File: config.mk
export PLATFORM = sky130hd
export DESIGN_NAME = periodic_timer_scheduler_top
export DESIGN_NICKNAME = d
export VERILOG_FILES = /design/src/ptsch_pkg.sv /design/src/ptsch_fifo.sv /design/src/ptsch_front.sv /design/src/ptsch_back.sv /design/src/periodic_timer_scheduler_top.sv
export SDC_FILE = /design/constraint.sdc
export NUM_CORES = 2
export LEC_CHECK = 0
export ABC_AREA = 1
export BUFFER_PORTS_ARGS = -buffer_cell sky130_fd_sc_hd__buf_2
export CAP_MARGIN = 20
export CELL_PAD_IN_SITES_DETAIL_PLACEMENT = 0
export CELL_PAD_IN_SITES_GLOBAL_PLACEMENT = 1
export CORE_MARGIN = 10
export CORE_UTILIZATION = 40
export DETAILED_ROUTE_END_ITERATION = 8
export PLACE_DENSITY_LB_ADDON = 0.08
export RECOVER_POWER = 50
export SLEW_MARGIN = 40
export SYNTH_ARGS = -nofsm -noshare
export SYNTH_HDL_FRONTEND = slang
export SYNTH_SLANG_ARGS = --single-unit
File: constraint.sdc
create_clock -name clk_i -period 6.4 [get_ports clk_i]
set_clock_uncertainty 0.05 [all_clocks]
set_input_delay 1.28 -clock clk_i [delete_from_list [all_inputs] [get_ports clk_i]]
set_output_delay 1.28 -clock clk_i [all_outputs]
set_load 0.02 [all_outputs]
File: src/ptsch_pkg.sv
// Shared types, constants and helpers for the periodic timer scheduler.
// No dependencies; every other file of the block but ptsch_fifo imports this package.
package ptsch_pkg;

  localparam int unsigned NUM_CHANNELS_DEF = 16;
  localparam int unsigned TIME_W           = 48;
  localparam int unsigned PER_W            = 32;
  localparam int unsigned CHAN_W           = 4;
  localparam logic [PER_W-1:0] IDLE_WAIT_RESET = PER_W'(1000 * 60);

  // Input operation codes
  typedef enum logic [1:0] {
    OP_START = 2'd0,
    OP_STOP  = 2'd1,
    OP_CHECK = 2'd2,
    OP_NOP   = 2'd3
  } op_e;

  // Commands handed from the front end to the engine
  typedef enum logic [1:0] {
    CMD_START = 2'd0,
    CMD_STOP  = 2'd1,
    CMD_CHECK = 2'd2,
    CMD_NOP   = 2'd3
  } cmd_e;

  // Result kinds
  typedef enum logic [1:0] {
    KIND_FIRED = 2'd0,
    KIND_WAIT  = 2'd1,
    KIND_ACK   = 2'd2
  } kind_e;

  // Engine sequencer states
  typedef enum logic [2:0] {
    ST_IDLE,
    ST_ACK,
    ST_SCAN,
    ST_FIRE,
    ST_REPORT
  } eng_state_e;

  typedef struct packed {
    cmd_e              kind;
    logic [CHAN_W-1:0] channel;
    logic [PER_W-1:0]  period;   // already forced to at least one
    logic [TIME_W-1:0] now;
  } cmd_t;

  typedef struct packed {
    kind_e             kind;
    logic [CHAN_W-1:0] channel;
    logic [TIME_W-1:0] wait_time;
    logic              last;
  } res_t;

  // Saturating add of a period onto a time value
  function automatic logic [TIME_W-1:0] sat_add(input logic [TIME_W-1:0] a,
                                                input logic [PER_W-1:0]  b);
    logic [TIME_W:0] s;
    s = {1'b0, a} + {{(TIME_W + 1 - PER_W){1'b0}}, b};
    return s[TIME_W] ? {TIME_W{1'b1}} : s[TIME_W-1:0];
  endfunction

endpackage

File: src/ptsch_fifo.sv
// Small register queue with push/full and pop/empty sides.
// Depends on nothing; used for the command queue and the result queue.
module ptsch_fifo #(
  parameter int unsigned WIDTH = 8,
  parameter int unsigned DEPTH = 2
) (
  input  logic             clk_i,
  input  logic             rst_ni,
  input  logic             push_i,
  input  logic [WIDTH-1:0] wdata_i,
  output logic             full_o,
  input  logic             pop_i,
  output logic [WIDTH-1:0] rdata_o,
  output logic             empty_o
);

  localparam int unsigned PTR_W = (DEPTH > 1) ? $clog2(DEPTH) : 1;
  localparam int unsigned CNT_W = $clog2(DEPTH + 1);

  logic [WIDTH-1:0] slot_q [DEPTH];
  logic [PTR_W-1:0] wptr_q, wptr_d, rptr_q, rptr_d;
  logic [CNT_W-1:0] cnt_q, cnt_d;
  logic             do_push, do_pop;

  assign full_o  = (cnt_q == CNT_W'(DEPTH));
  assign empty_o = (cnt_q == '0);
  assign do_push = push_i && !full_o;
  assign do_pop  = pop_i && !empty_o;
  assign rdata_o = slot_q[rptr_q];

  // Advance pointers with explicit wrap
  always_comb begin
    wptr_d = wptr_q;
    rptr_d = rptr_q;
    cnt_d  = cnt_q;
    if (do_push) begin
      wptr_d = (wptr_q == PTR_W'(DEPTH - 1)) ? '0 : wptr_q + 1'b1;
    end
    if (do_pop) begin
      rptr_d = (rptr_q == PTR_W'(DEPTH - 1)) ? '0 : rptr_q + 1'b1;
    end
    if (do_push && !do_pop) begin
      cnt_d = cnt_q + 1'b1;
    end else if (do_pop && !do_push) begin
      cnt_d = cnt_q - 1'b1;
    end
  end

  always_ff @(posedge clk_i or negedge rst_ni) begin
    if (!rst_ni) begin
      wptr_q <= '0;
      rptr_q <= '0;
      cnt_q  <= '0;
    end else begin
      wptr_q <= wptr_d;
      rptr_q <= rptr_d;
      cnt_q  <= cnt_d;
    end
  end

  // Store payload
  always_ff @(posedge clk_i) begin
    if (do_push) begin
      slot_q[wptr_q] <= wdata_i;
    end
  end

endmodule

File: src/ptsch_front.sv
// Front end: accepts input transactions, classifies them into commands
// and queues them for the engine. Depends on ptsch_pkg and ptsch_fifo.
module ptsch_front #(
  parameter int unsigned NUM_CHANNELS = ptsch_pkg::NUM_CHANNELS_DEF
) (
  input  logic                          clk_i,
  input  logic                          rst_ni,
  input  logic                          push,
  output logic                          full,
  input  logic [1:0]                    op_i,
  input  logic [ptsch_pkg::CHAN_W-1:0]  channel_i,
  input  logic [ptsch_pkg::PER_W-1:0]   period_i,
  input  logic [ptsch_pkg::TIME_W-1:0]  now_i,
  output ptsch_pkg::cmd_t               cmd_o,
  output logic                          cmd_empty_o,
  input  logic                          cmd_pop_i
);
  import ptsch_pkg::*;

  cmd_t cmd_in;
  logic ch_ok;
  logic [$bits(cmd_t)-1:0] cmd_rd;

  // Channels beyond the configured count turn into no-ops
  assign ch_ok = ({3'b000, channel_i} < 7'(NUM_CHANNELS));

  // Classify the incoming transaction
  always_comb begin
    cmd_in.channel = channel_i;
    cmd_in.period  = (period_i == '0) ? PER_W'(1) : period_i;
    cmd_in.now     = now_i;
    case (op_e'(op_i))
      OP_START: cmd_in.kind = ch_ok ? CMD_START : CMD_NOP;
      OP_STOP:  cmd_in.kind = ch_ok ? CMD_STOP : CMD_NOP;
      OP_CHECK: cmd_in.kind = CMD_CHECK;
      default:  cmd_in.kind = CMD_NOP;
    endcase
  end

  ptsch_fifo #(
    .WIDTH($bits(cmd_t)),
    .DEPTH(2)
  ) u_cmd_q (
    .clk_i   (clk_i),
    .rst_ni  (rst_ni),
    .push_i  (push),
    .wdata_i (cmd_in),
    .full_o  (full),
    .pop_i   (cmd_pop_i),
    .rdata_o (cmd_rd),
    .empty_o (cmd_empty_o)
  );

  assign cmd_o = cmd_t'(cmd_rd);

endmodule

File: src/ptsch_back.sv
// Engine: holds the channel table and carries out start, stop and check
// commands, one at a time. Depends on ptsch_pkg.
module ptsch_back #(
  parameter int unsigned NUM_CHANNELS = ptsch_pkg::NUM_CHANNELS_DEF
) (
  input  logic                         clk_i,
  input  logic                         rst_ni,
  input  logic                         cfg_we_i,
  input  logic [ptsch_pkg::PER_W-1:0]  cfg_wdata_i,
  input  ptsch_pkg::cmd_t              cmd_i,
  input  logic                         cmd_empty_i,
  output logic                         cmd_pop_o,
  output ptsch_pkg::res_t              res_o,
  output logic                         res_push_o,
  input  logic                         res_full_i
);
  import ptsch_pkg::*;

  localparam int unsigned CH_W  = (NUM_CHANNELS > 1) ? $clog2(NUM_CHANNELS) : 1;
  localparam int unsigned CNT_W = $clog2(NUM_CHANNELS + 1);

  typedef struct packed {
    logic [PER_W-1:0]  per;
    logic [TIME_W-1:0] dl;
  } ent_t;

  // Channel table: period and deadline per channel
  ent_t mem [NUM_CHANNELS];

  eng_state_e state_q, state_d;
  cmd_t       cur_q;
  logic [PER_W-1:0]        idle_wait_q;
  logic [NUM_CHANNELS-1:0] pending_q, running_q, handled_q;
  logic [CNT_W-1:0]        cnt_q;
  logic                    rvalid_q;
  logic [CH_W-1:0]         ridx_q;
  ent_t                    rd_q;
  logic                    pick_vld_q, min_vld_q;
  logic [CH_W-1:0]         pick_idx_q;
  logic [TIME_W-1:0]       pick_dl_q, min_dl_q;
  logic [PER_W-1:0]        pick_per_q;

  logic            scan_init, scan_done, rd_en;
  logic            take_pick, take_min;
  logic            fire_run, fire_go;
  logic            mem_we;
  logic [CH_W-1:0] mem_waddr, cur_ch;
  ent_t            mem_wdata;
  logic [TIME_W-1:0] wait_val;

  assign cur_ch    = CH_W'(cur_q.channel);
  assign scan_done = (cnt_q == CNT_W'(NUM_CHANNELS)) && !rvalid_q;
  assign rd_en     = (state_q == ST_SCAN) && (cnt_q != CNT_W'(NUM_CHANNELS));
  assign fire_run  = running_q[pick_idx_q];
  assign fire_go   = !fire_run || !res_full_i;

  // Compare stage of the scan: earliest due entry and earliest pending entry
  assign take_min  = rvalid_q && pending_q[ridx_q] && (!min_vld_q || rd_q.dl < min_dl_q);
  assign take_pick = rvalid_q && pending_q[ridx_q] && !handled_q[ridx_q] &&
                     (rd_q.dl <= cur_q.now) && (!pick_vld_q || rd_q.dl < pick_dl_q);

  // Wait until the earliest pending deadline, zero once it is due, idle_wait if none is pending
  always_comb begin
    if (!min_vld_q) begin
      wait_val = {{(TIME_W - PER_W){1'b0}}, idle_wait_q};
    end else if (min_dl_q > cur_q.now) begin
      wait_val = min_dl_q - cur_q.now;
    end else begin
      wait_val = '0;
    end
  end

  // Next state
  always_comb begin
    state_d = state_q;
    case (state_q)
      ST_IDLE: begin
        if (!cmd_empty_i) begin
          state_d = (cmd_i.kind == CMD_CHECK) ? ST_SCAN : ST_ACK;
        end
      end
      ST_ACK: begin
        if (!res_full_i) state_d = ST_IDLE;
      end
      ST_SCAN: begin
        if (scan_done) state_d = pick_vld_q ? ST_FIRE : ST_REPORT;
      end
      ST_FIRE: begin
        if (fire_go) state_d = ST_SCAN;
      end
      ST_REPORT: begin
        if (!res_full_i) state_d = ST_IDLE;
      end
      default: state_d = ST_IDLE;
    endcase
  end

  // Outputs and table writes
  always_comb begin
    cmd_pop_o  = 1'b0;
    scan_init  = 1'b0;
    res_push_o = 1'b0;
    res_o      = '{kind: KIND_ACK, channel: '0, wait_time: '0, last: 1'b1};
    mem_we     = 1'b0;
    mem_waddr  = cur_ch;
    mem_wdata  = '{per: cur_q.period, dl: sat_add(cur_q.now, cur_q.period)};
    case (state_q)
      ST_IDLE: begin
        cmd_pop_o = !cmd_empty_i;
        scan_init = !cmd_empty_i && (cmd_i.kind == CMD_CHECK);
      end
      ST_ACK: begin
        res_push_o = !res_full_i;
        mem_we     = !res_full_i && (cur_q.kind == CMD_START);
      end
      ST_FIRE: begin
        scan_init  = fire_go;
        res_push_o = fire_run && !res_full_i;
        res_o      = '{kind: KIND_FIRED, channel: CHAN_W'(pick_idx_q),
                       wait_time: '0, last: 1'b0};
        mem_we     = fire_run && !res_full_i;
        mem_waddr  = pick_idx_q;
        mem_wdata  = '{per: pick_per_q, dl: sat_add(pick_dl_q, pick_per_q)};
      end
      ST_REPORT: begin
        res_push_o = !res_full_i;
        res_o      = '{kind: KIND_WAIT, channel: '0, wait_time: wait_val, last: 1'b1};
      end
      default: ;
    endcase
  end

  // Control state
  always_ff @(posedge clk_i or negedge rst_ni) begin
    if (!rst_ni) begin
      state_q     <= ST_IDLE;
      idle_wait_q <= IDLE_WAIT_RESET;
      pending_q   <= '0;
      running_q   <= '0;
      handled_q   <= '0;
      cnt_q       <= '0;
      rvalid_q    <= 1'b0;
      pick_vld_q  <= 1'b0;
      min_vld_q   <= 1'b0;
    end else begin
      state_q <= state_d;
      if (cfg_we_i) idle_wait_q <= cfg_wdata_i;
      // Apply start and stop
      if (state_q == ST_ACK && !res_full_i) begin
        if (cur_q.kind == CMD_START) begin
          pending_q[cur_ch] <= 1'b1;
          running_q[cur_ch] <= 1'b1;
        end else if (cur_q.kind == CMD_STOP) begin
          running_q[cur_ch] <= 1'b0;
        end
      end
      // Retire the picked channel; drop it when stopped
      if (state_q == ST_FIRE && fire_go) begin
        handled_q[pick_idx_q] <= 1'b1;
        if (!fire_run) pending_q[pick_idx_q] <= 1'b0;
      end
      if (state_q == ST_IDLE && scan_init) handled_q <= '0;
      // Walk the table
      if (scan_init) begin
        cnt_q      <= '0;
        rvalid_q   <= 1'b0;
        pick_vld_q <= 1'b0;
        min_vld_q  <= 1'b0;
      end else if (state_q == ST_SCAN) begin
        rvalid_q <= rd_en;
        if (rd_en) cnt_q <= cnt_q + 1'b1;
        if (take_pick) pick_vld_q <= 1'b1;
        if (take_min) min_vld_q <= 1'b1;
      end
    end
  end

  // Payload registers
  always_ff @(posedge clk_i) begin
    if (cmd_pop_o) cur_q <= cmd_i;
    if (state_q == ST_SCAN) ridx_q <= cnt_q[CH_W-1:0];
    if (state_q == ST_SCAN && take_pick) begin
      pick_idx_q <= ridx_q;
      pick_dl_q  <= rd_q.dl;
      pick_per_q <= rd_q.per;
    end
    if (state_q == ST_SCAN && take_min) min_dl_q <= rd_q.dl;
  end

  // Table memory, registered read
  always_ff @(posedge clk_i) begin
    if (mem_we) mem[mem_waddr] <= mem_wdata;
    if (rd_en) rd_q <= mem[cnt_q[CH_W-1:0]];
  end

endmodule

File: src/periodic_timer_scheduler_top.sv
// Periodic timer scheduler, top level: command front end, engine and
// result queue. Depends on ptsch_pkg, ptsch_fifo, ptsch_front, ptsch_back.
//
// Usage
//   Input channel: drive op/channel/period/now and raise push; a transaction
//   is taken at a clock edge with push high and full low. Two commands queue.
//   Result channel: while empty is low the oldest result sits on kind,
//   fired_channel, wait_time, last; pop with pop high takes it. Two results
//   queue; when the receiver stalls the engine holds and the command queue
//   fills, then full rises.
//   Config: cfg_we_i writes cfg_wdata_i into idle_wait at once (reset 60000).
// Operation
//   Start, stop and no-op: one acknowledge each, once the result queue has room.
//   Check: the engine walks the channel table through its single read port,
//   one pass per due channel plus a final pass that reports the wait time.
// Reset
//   All channels idle, queues empty, idle_wait back to 60000. No clearing
//   pass: table entries are used only after a start has written them.
module periodic_timer_scheduler_top #(
  parameter int unsigned NUM_CHANNELS = ptsch_pkg::NUM_CHANNELS_DEF
) (
  input  logic                         clk_i,
  input  logic                         rst_ni,
  input  logic                         push,
  output logic                         full,
  input  logic [1:0]                   op_i,
  input  logic [ptsch_pkg::CHAN_W-1:0] channel_i,
  input  logic [ptsch_pkg::PER_W-1:0]  period_i,
  input  logic [ptsch_pkg::TIME_W-1:0] now_i,
  output logic                         empty,
  input  logic                         pop,
  output logic [1:0]                   kind_o,
  output logic [ptsch_pkg::CHAN_W-1:0] fired_channel_o,
  output logic [ptsch_pkg::TIME_W-1:0] wait_time_o,
  output logic                         last_o,
  input  logic                         cfg_we_i,
  input  logic [ptsch_pkg::PER_W-1:0]  cfg_wdata_i
);
  import ptsch_pkg::*;

  cmd_t cmd;
  logic cmd_empty, cmd_pop;
  res_t res_in, res_out;
  logic res_push, res_full;
  logic [$bits(res_t)-1:0] res_rd;

  ptsch_front #(
    .NUM_CHANNELS(NUM_CHANNELS)
  ) u_front (
    .clk_i       (clk_i),
    .rst_ni      (rst_ni),
    .push        (push),
    .full        (full),
    .op_i        (op_i),
    .channel_i   (channel_i),
    .period_i    (period_i),
    .now_i       (now_i),
    .cmd_o       (cmd),
    .cmd_empty_o (cmd_empty),
    .cmd_pop_i   (cmd_pop)
  );

  ptsch_back #(
    .NUM_CHANNELS(NUM_CHANNELS)
  ) u_back (
    .clk_i       (clk_i),
    .rst_ni      (rst_ni),
    .cfg_we_i    (cfg_we_i),
    .cfg_wdata_i (cfg_wdata_i),
    .cmd_i       (cmd),
    .cmd_empty_i (cmd_empty),
    .cmd_pop_o   (cmd_pop),
    .res_o       (res_in),
    .res_push_o  (res_push),
    .res_full_i  (res_full)
  );

  // Hold results until the receiver pops them
  ptsch_fifo #(
    .WIDTH($bits(res_t)),
    .DEPTH(2)
  ) u_res_q (
    .clk_i   (clk_i),
    .rst_ni  (rst_ni),
    .push_i  (res_push),
    .wdata_i (res_in),
    .full_o  (res_full),
    .pop_i   (pop),
    .rdata_o (res_rd),
    .empty_o (empty)
  );

  assign res_out         = res_t'(res_rd);
  assign kind_o          = res_out.kind;
  assign fired_channel_o = res_out.channel;
  assign wait_time_o     = res_out.wait_time;
  assign last_o          = res_out.last;

endmodule

# Word level (Yosys, flattened, before mapping)
# Memories as Yosys holds them, arrays and structs flattened. A register that Yosys moved wholly into a read port is not among the register bits.
# Index checks and enable logic that the tools add are counted.
[op_classes] add_sub_neg=12 n_lt_le_gt_ge=9 n_eq_ne=16 mux=63 bitwise=7 reduce_logical=61
[ops] op="$mux W48" count=4
[ops] op="$mux W16" count=8
[ops] op="$pmux W55 S2" count=1
[ops] op="$add A48 B32 Y49" count=2
[ops] op="$lt A48 B48 Y1" count=2
[ops] op="$mux W80" count=1
[ops] op="$gt A48 B48 Y1" count=1
[ops] op="$le A48 B48 Y1" count=1
[ops] op="$or A16 B16 Y16" count=3
[ops] op="$sub A48 B48 Y48" count=1
[ops] op="$and A16 B16 Y16" count=2
[ops] op="$logic_not A32 Y1" count=1
[ops] op="$mux W32" count=1
[ops] op="$not A16 Y16" count=2
[ops] op="$logic_and A1 B1 Y1" count=25
[ops] op="$mux W1" count=24
[ops] op="$reduce_bool A2 Y1" count=8
[ops] op="$lt A4 B5 Y1 const B" count=3
[ops] op="$mux W3" count=5
[ops] op="$mux W5" count=3
[ops] op="$logic_not A1 Y1" count=13
[ops] op="$bmux W1 S4" count=3
[ops] op="$pmux W3 S4" count=1
[ops] op="$mux W2" count=5
[ops] op="other kinds (24)" count=48
[totals] ff_bits=321 ramBits=1562 in_bits=123 out_inout_bits=57 memories=3
[memory_table] name="u_back.mem" words=16 word_bits=80 rd=1 rd_clocked_by_memory_dff=1 write_ports=1 line_no="ptsch_back.sv:28" text="ent_t mem [NUM_CHANNELS];"
[memory_table] name="u_front.u_cmd_q.slot_q" words=2 word_bits=86 rd=1 rd_clocked_by_memory_dff=0 write_ports=1 line_no="ptsch_fifo.sv:20" text="logic [WIDTH-1:0] slot_q [DEPTH];"
[memory_table] name="u_res_q.slot_q" words=2 word_bits=55 rd=1 rd_clocked_by_memory_dff=0 write_ports=1 line_no="ptsch_fifo.sv:20"

# Longest topological paths before layout
[depth] ltp_word=10 depth_mapped=17 ltp_nobuf=17

# Hierarchy
# Synthesis repeated with hierarchy kept, for this count alone.
[unflattened] cells_unflattened=8418 hier_area_um2=89079.2
[by_module_without_submodules] mod="ptsch_back" instances=1 cells_each=7553 area_per_inst_um2=78069.9
[by_module_without_submodules] mod="ptsch_fifo at u_front.u_cmd_q" instances=1 cells_each=481 area_per_inst_um2=6492.5
[by_module_without_submodules] mod="ptsch_fifo at u_res_q" instances=1 cells_each=319 area_per_inst_um2=4271.6
[by_module_without_submodules] mod="ptsch_front" instances=1 cells_each=65 area_per_inst_um2=245.2

# Least setup slack after synthesis
# No wires, ideal clock.
[synth_path] kind="register -> register" startpoint="register, netlist name u_back.rd_q[27]" endpoint="register u_back.pick_dl_q[0], enable pin" arrival_ns=5.506 t_required_ns=5.796 path_slack_ns=0.290 path_stages_with_launch=12 n_path_buf=0 path_cell_list="edfxtp_1 > ha_1 > nand2_1 > inv_1 > nand3_1 > nor3_1 > nand2_1 > nor2_1 > nand3_1 > nand2_1 > nand2_1 > a21oi_1"
[synth_via] elab_chain_cells=4 word_cells_on_any_way=6
[synth_rtl] element="$le A48 B48 Y1 or $lt A48 B48 Y1 (tied branches)" line_no="ptsch_back.sv:60" text="(rd_q.dl <= cur_q.now) && (!pick_vld_q || rd_q.dl < pick_dl_q);"
[synth_rtl] element="$logic_and A1 B1 Y1 or $logic_or A1 B1 Y1 (tied branches)" line_no="ptsch_back.sv:59, ptsch_back.sv:60"
[synth_rtl] element="$logic_and A1 B1 Y1 (*)" line_no="ptsch_back.sv:60"
[synth_rtl] element="$logic_and A1 B1 Y1 (*)" line_no="ptsch_back.sv:182" text="if (state_q == ST_SCAN && take_pick) begin"
[synth_rtl] element="to (signal assigned)" line_no="ptsch_back.sv:184" text="pick_dl_q <= rd_q.dl;"
[synth_rtl] element="to (decl)" line_no="ptsch_back.sv:40" text="logic [TIME_W-1:0] pick_dl_q, min_dl_q;"
# Every way passes the cells marked *; elsewhere a longest branch is shown, timed or not.
# A chain may end at the register's enable or synchronous reset.

# Worst setup path after layout
[layout_path] startpoint="register u_back.cnt_q[2]" endpoint="register, netlist name u_back.rd_q[65]"
[layout_via] elab_chain_cells=2
[layout_rtl] element="from (decl)" line_no="ptsch_back.sv:34" text="logic [CNT_W-1:0] cnt_q;"
[layout_rtl] element="from (signal assigned)" line_no="ptsch_back.sv:171" text="if (rd_en) cnt_q <= cnt_q + 1'b1;"
[layout_rtl] element="$ne A5 B5 Y1" line_no="ptsch_back.sv:53" text="assign rd_en = (state_q == ST_SCAN) && (cnt_q != CNT_W'(NUM_CHANNELS));"
[layout_rtl] element="$logic_and A1 B1 Y1" line_no="ptsch_back.sv:53"
# Parallel ways exist; a longest one is shown, timed or not.

==> metrics.txt <==
status finished with violations; failing checks capacitance limit, slew limit; hold_buf cts 0; share of the synthesized area in the top cell type 63.2%; final wirelength 316000 µm; Layout fillers about 21k; Tot GR Track Use 25.4%; period utilisation layout between 70% and 80%; pwr/cell area 502 mW/mm²; most instantiated library cell after synthesis nand2_1; Die Area ~0.24 mm²; Initial DRT Pass Iterations 6; CP endpoint kind flop; sw frac slightly above 40%; Post-DRT Antenna Nets 0; Worst EP required just over 7 ns; max_slew headroom -222%; CTS Buf Count approximately 210; largest net degree at the start of global routing about 180; setup violators final 0; FP Rows approximately 170; first-pass GRT wire length approximately 450000 µm; main combinational cell family by area after synthesis simple AND/OR/NAND/NOR gates; horizontal die dimension between 400 and 500 µm; Post-Syn Instances between 8k and 9k; Residual DRC 0; sequential share of the synthesized area between 60% and 70%; R2R Setup Slk around 1.3 ns; I/O pins 180; root buf cell clkbuf_16; #FFs+latches synth about 2k; simple logic cell fraction of the synthesized area 15.4%; chip height between 400 and 500 µm; HP Class flop to flop; Setup crit start kind flop; CTS tree done; starting density of the core between 40% and 50%; Max Transition Viols Final roughly 860; crit path time final 5.11 ns; DP Wirelength about 210000 µm; synth warn 0; final hold vios 0; asr flop ratio synth under 10%; Syn-to-layout area delta 12.6%; CTS sink cnt around 2.0k; Adder-Cell Fraction of Synth Area ~3.7%; vias after detailed routing roughly 63k; antenna violations before repair 14; mux contribution to synthesized area 1.23%; share of post-route cells with drive strength above 1 under 10%; EDFF count, synth between 1.5k and 2k; CTS resizes 0; RSZ-0062 raised after global routing no; Nets 8654; max_cap viols 22; Clock Latency Late Sink ~0.9 ns; Reg power frac between 40% and 50%; IO Port Bufs approximately 180; Sequential Area between 0.05 and 0.06 mm²; drt first-iter violations 5903; Synth cell types 48; Leak Pwr between 30 and 40 nW; combinational cell fraction of total power roughly 36%; worst-path fanout max 31; postcts setup bufs 0; routed length per instance ~28 µm; Clock Power Share between 20% and 30%; Fmax 0.196 GHz; syn nets about 8.5k; largest area contributor in the netlist edfxtp_1; Avg Cell Area, Syn approximately 11 µm²; Multi-input gate area roughly 0.026 mm²; cell area after synthesis around 0.089 mm²; WS Path Type flop to flop; Longest Clk Path Bufs 3; P_sw approximately 20 mW; Clock Pin Slew Worst Setup and Hold Paths ~0.06 ns; Post-Synth XOR/XNOR Area less than 1%; total negative slack 0 ns; Final Util 45.4%; worst slew pin tran a little under 5 ns; VDD IR-drop max ~270 µV; gpl congestion 0.947; Pint between 20 and 30 mW; Via density between 5 and 6; data arrival time of the worst path 5.82 ns; grt total ovfl 0; ranking of synthesized cells by area edfxtp_1 63%, nand2_1 8.7%, ha_1 3.6%; number of global-route vias before repair 60.4k; top post-synthesis cells by count 2053 x nand2_1, 1864 x edfxtp_1, 737 x nor2_1; total core area approximately 0.22 mm²; compound-gate portion of the synthesized area under 10%; H-Tree Level Count 4; prevailing post-synth register cell edfxtp_1
[power groups by stage]
stage / registers [mW] / logic, mW / clock network [mW]
after floorplan: 19.8 / 10.0 / 0
after global placement: 20.4 / 17.7 / 0
after detailed placement: 20.4 / 18.0 / 0
after CTS: 20.2 / 18.0 / 12.1
after global routing: 20.3 / 19.5 / 12.6
final: 20.2 / 18.0 / 11.9
[layer usage]
metal	track usage, %	part of all wire [%]	routed length [µm]	up-vias
li1	-	-	-	28600
met3	3.21	5.5	17400	384
met2	42.5	48	150000	1959
met4	6.18	2.8	8890	2
met1	35.1	44	139000	31500
met5	0	0.0041	13	-
[kinds of logic after synthesis]
| family | Yosys count |
|---|---|
| AOI/OAI and AO/OA | 1283 |
| xor gates and xnor gates | 79 |
| adders and majority gates | 261 |
| buffers and inverters | 1067 |
| DFF | 1963 |
| muxes | 97 |
| and+or+nand+nor | 3363 |
[cells in the final DEF, fill, tap and decap left out, types with 47 or more instances in the layout]
| master | synthesis | final |
|---|---|---|
| clkinv_1 | 4 | 47 |
| nand2_1 | 2053 | 2053 |
| a21oi_1 | 403 | 381 |
| o221ai_1 | 64 | 64 |
| mux2_1 | 0 | 72 |
| clkbuf_16 | 0 | 209 |
| a221oi_1 | 96 | 96 |
| clkbuf_1 | 266 | 138 |
| nand4_1 | 127 | 127 |
| ha_1 | 258 | 258 |
| o22ai_1 | 114 | 114 |
| nand3_1 | 348 | 349 |
| o21ai_0 | 548 | 549 |
| nor2_1 | 737 | 730 |
| edfxtp_1 | 1864 | 1864 |
| inv_1 | 708 | 705 |
| dfrtp_1 | 92 | 90 |
| buf_2 | 50 | 103 |
[path summary, 6_finish.rpt]
path,from,cells past startpoint,to
max reg2reg,u_back.cnt_q[2],6,u_back.rd_q[65]
max,u_back.cnt_q[2],6,u_back.rd_q[65]
min reg2reg,u_back.idle_wait_q[14],2,u_back.idle_wait_q[14]
max in group asynchronous,rst_ni,2,u_back.idle_wait_q[2]
min in group asynchronous,rst_ni,1,u_res_q.rptr_q
min,u_back.idle_wait_q[14],2,u_back.idle_wait_q[14]
[layout make-up]
class / count / area share, %
sequential: 1963 / 58.6
multi-input combinational: 5083 / 26.3
inverter: 720 / 2.74
clock inverter: 129 / 1.32
clock buffer: 248 / 5.39
antenna: 11 / 0.0276
timing repair buffer: 293 / 1.98
tap: 2958 / 3.71
[critical path, cell delays in order (launching register included)]
cell and delay [ns]:
dfrtp_1 0.69, nand2_1 1.12, clkbuf_1 2.00, a21oi_1 0.26
a221oi_1 0.44, o21ai_0 0.14, nand2_1 0.14
[sequential cells by signal, summed over array words and instances (netlist names), 32 cells and up, named ones only]
| signal | flops |
|---|---|
| u_res_q.slot_q | 110 |
| u_back.idle_wait_q | 32 |
| u_front.u_cmd_q.slot_q | 172 |
| u_back.rd_q | 80 |
| u_back.cur_q | 82 |
| u_back.mem | 1280 |
| u_back.pick_dl_q | 48 |
| u_back.min_dl_q | 48 |
| u_back.pick_per_q | 32 |
[metrics by stage]
step	instances	hold WS (ns)	setup WS, ns	cell area, µm²	power (mW)
detailed placement	11000	0.429	2.12	93500	38.4
finish	11400	0.434	1.29	99800	50.1
global route	11400	0.471	1.00	99800	52.5
CTS	11400	0.297	2.10	100000	50.3
floorplan	8113	0.350	0.290	88600	29.8
global placement	11000	0.426	1.99	93200	38.1
Power figures use the tool's default switching activity.
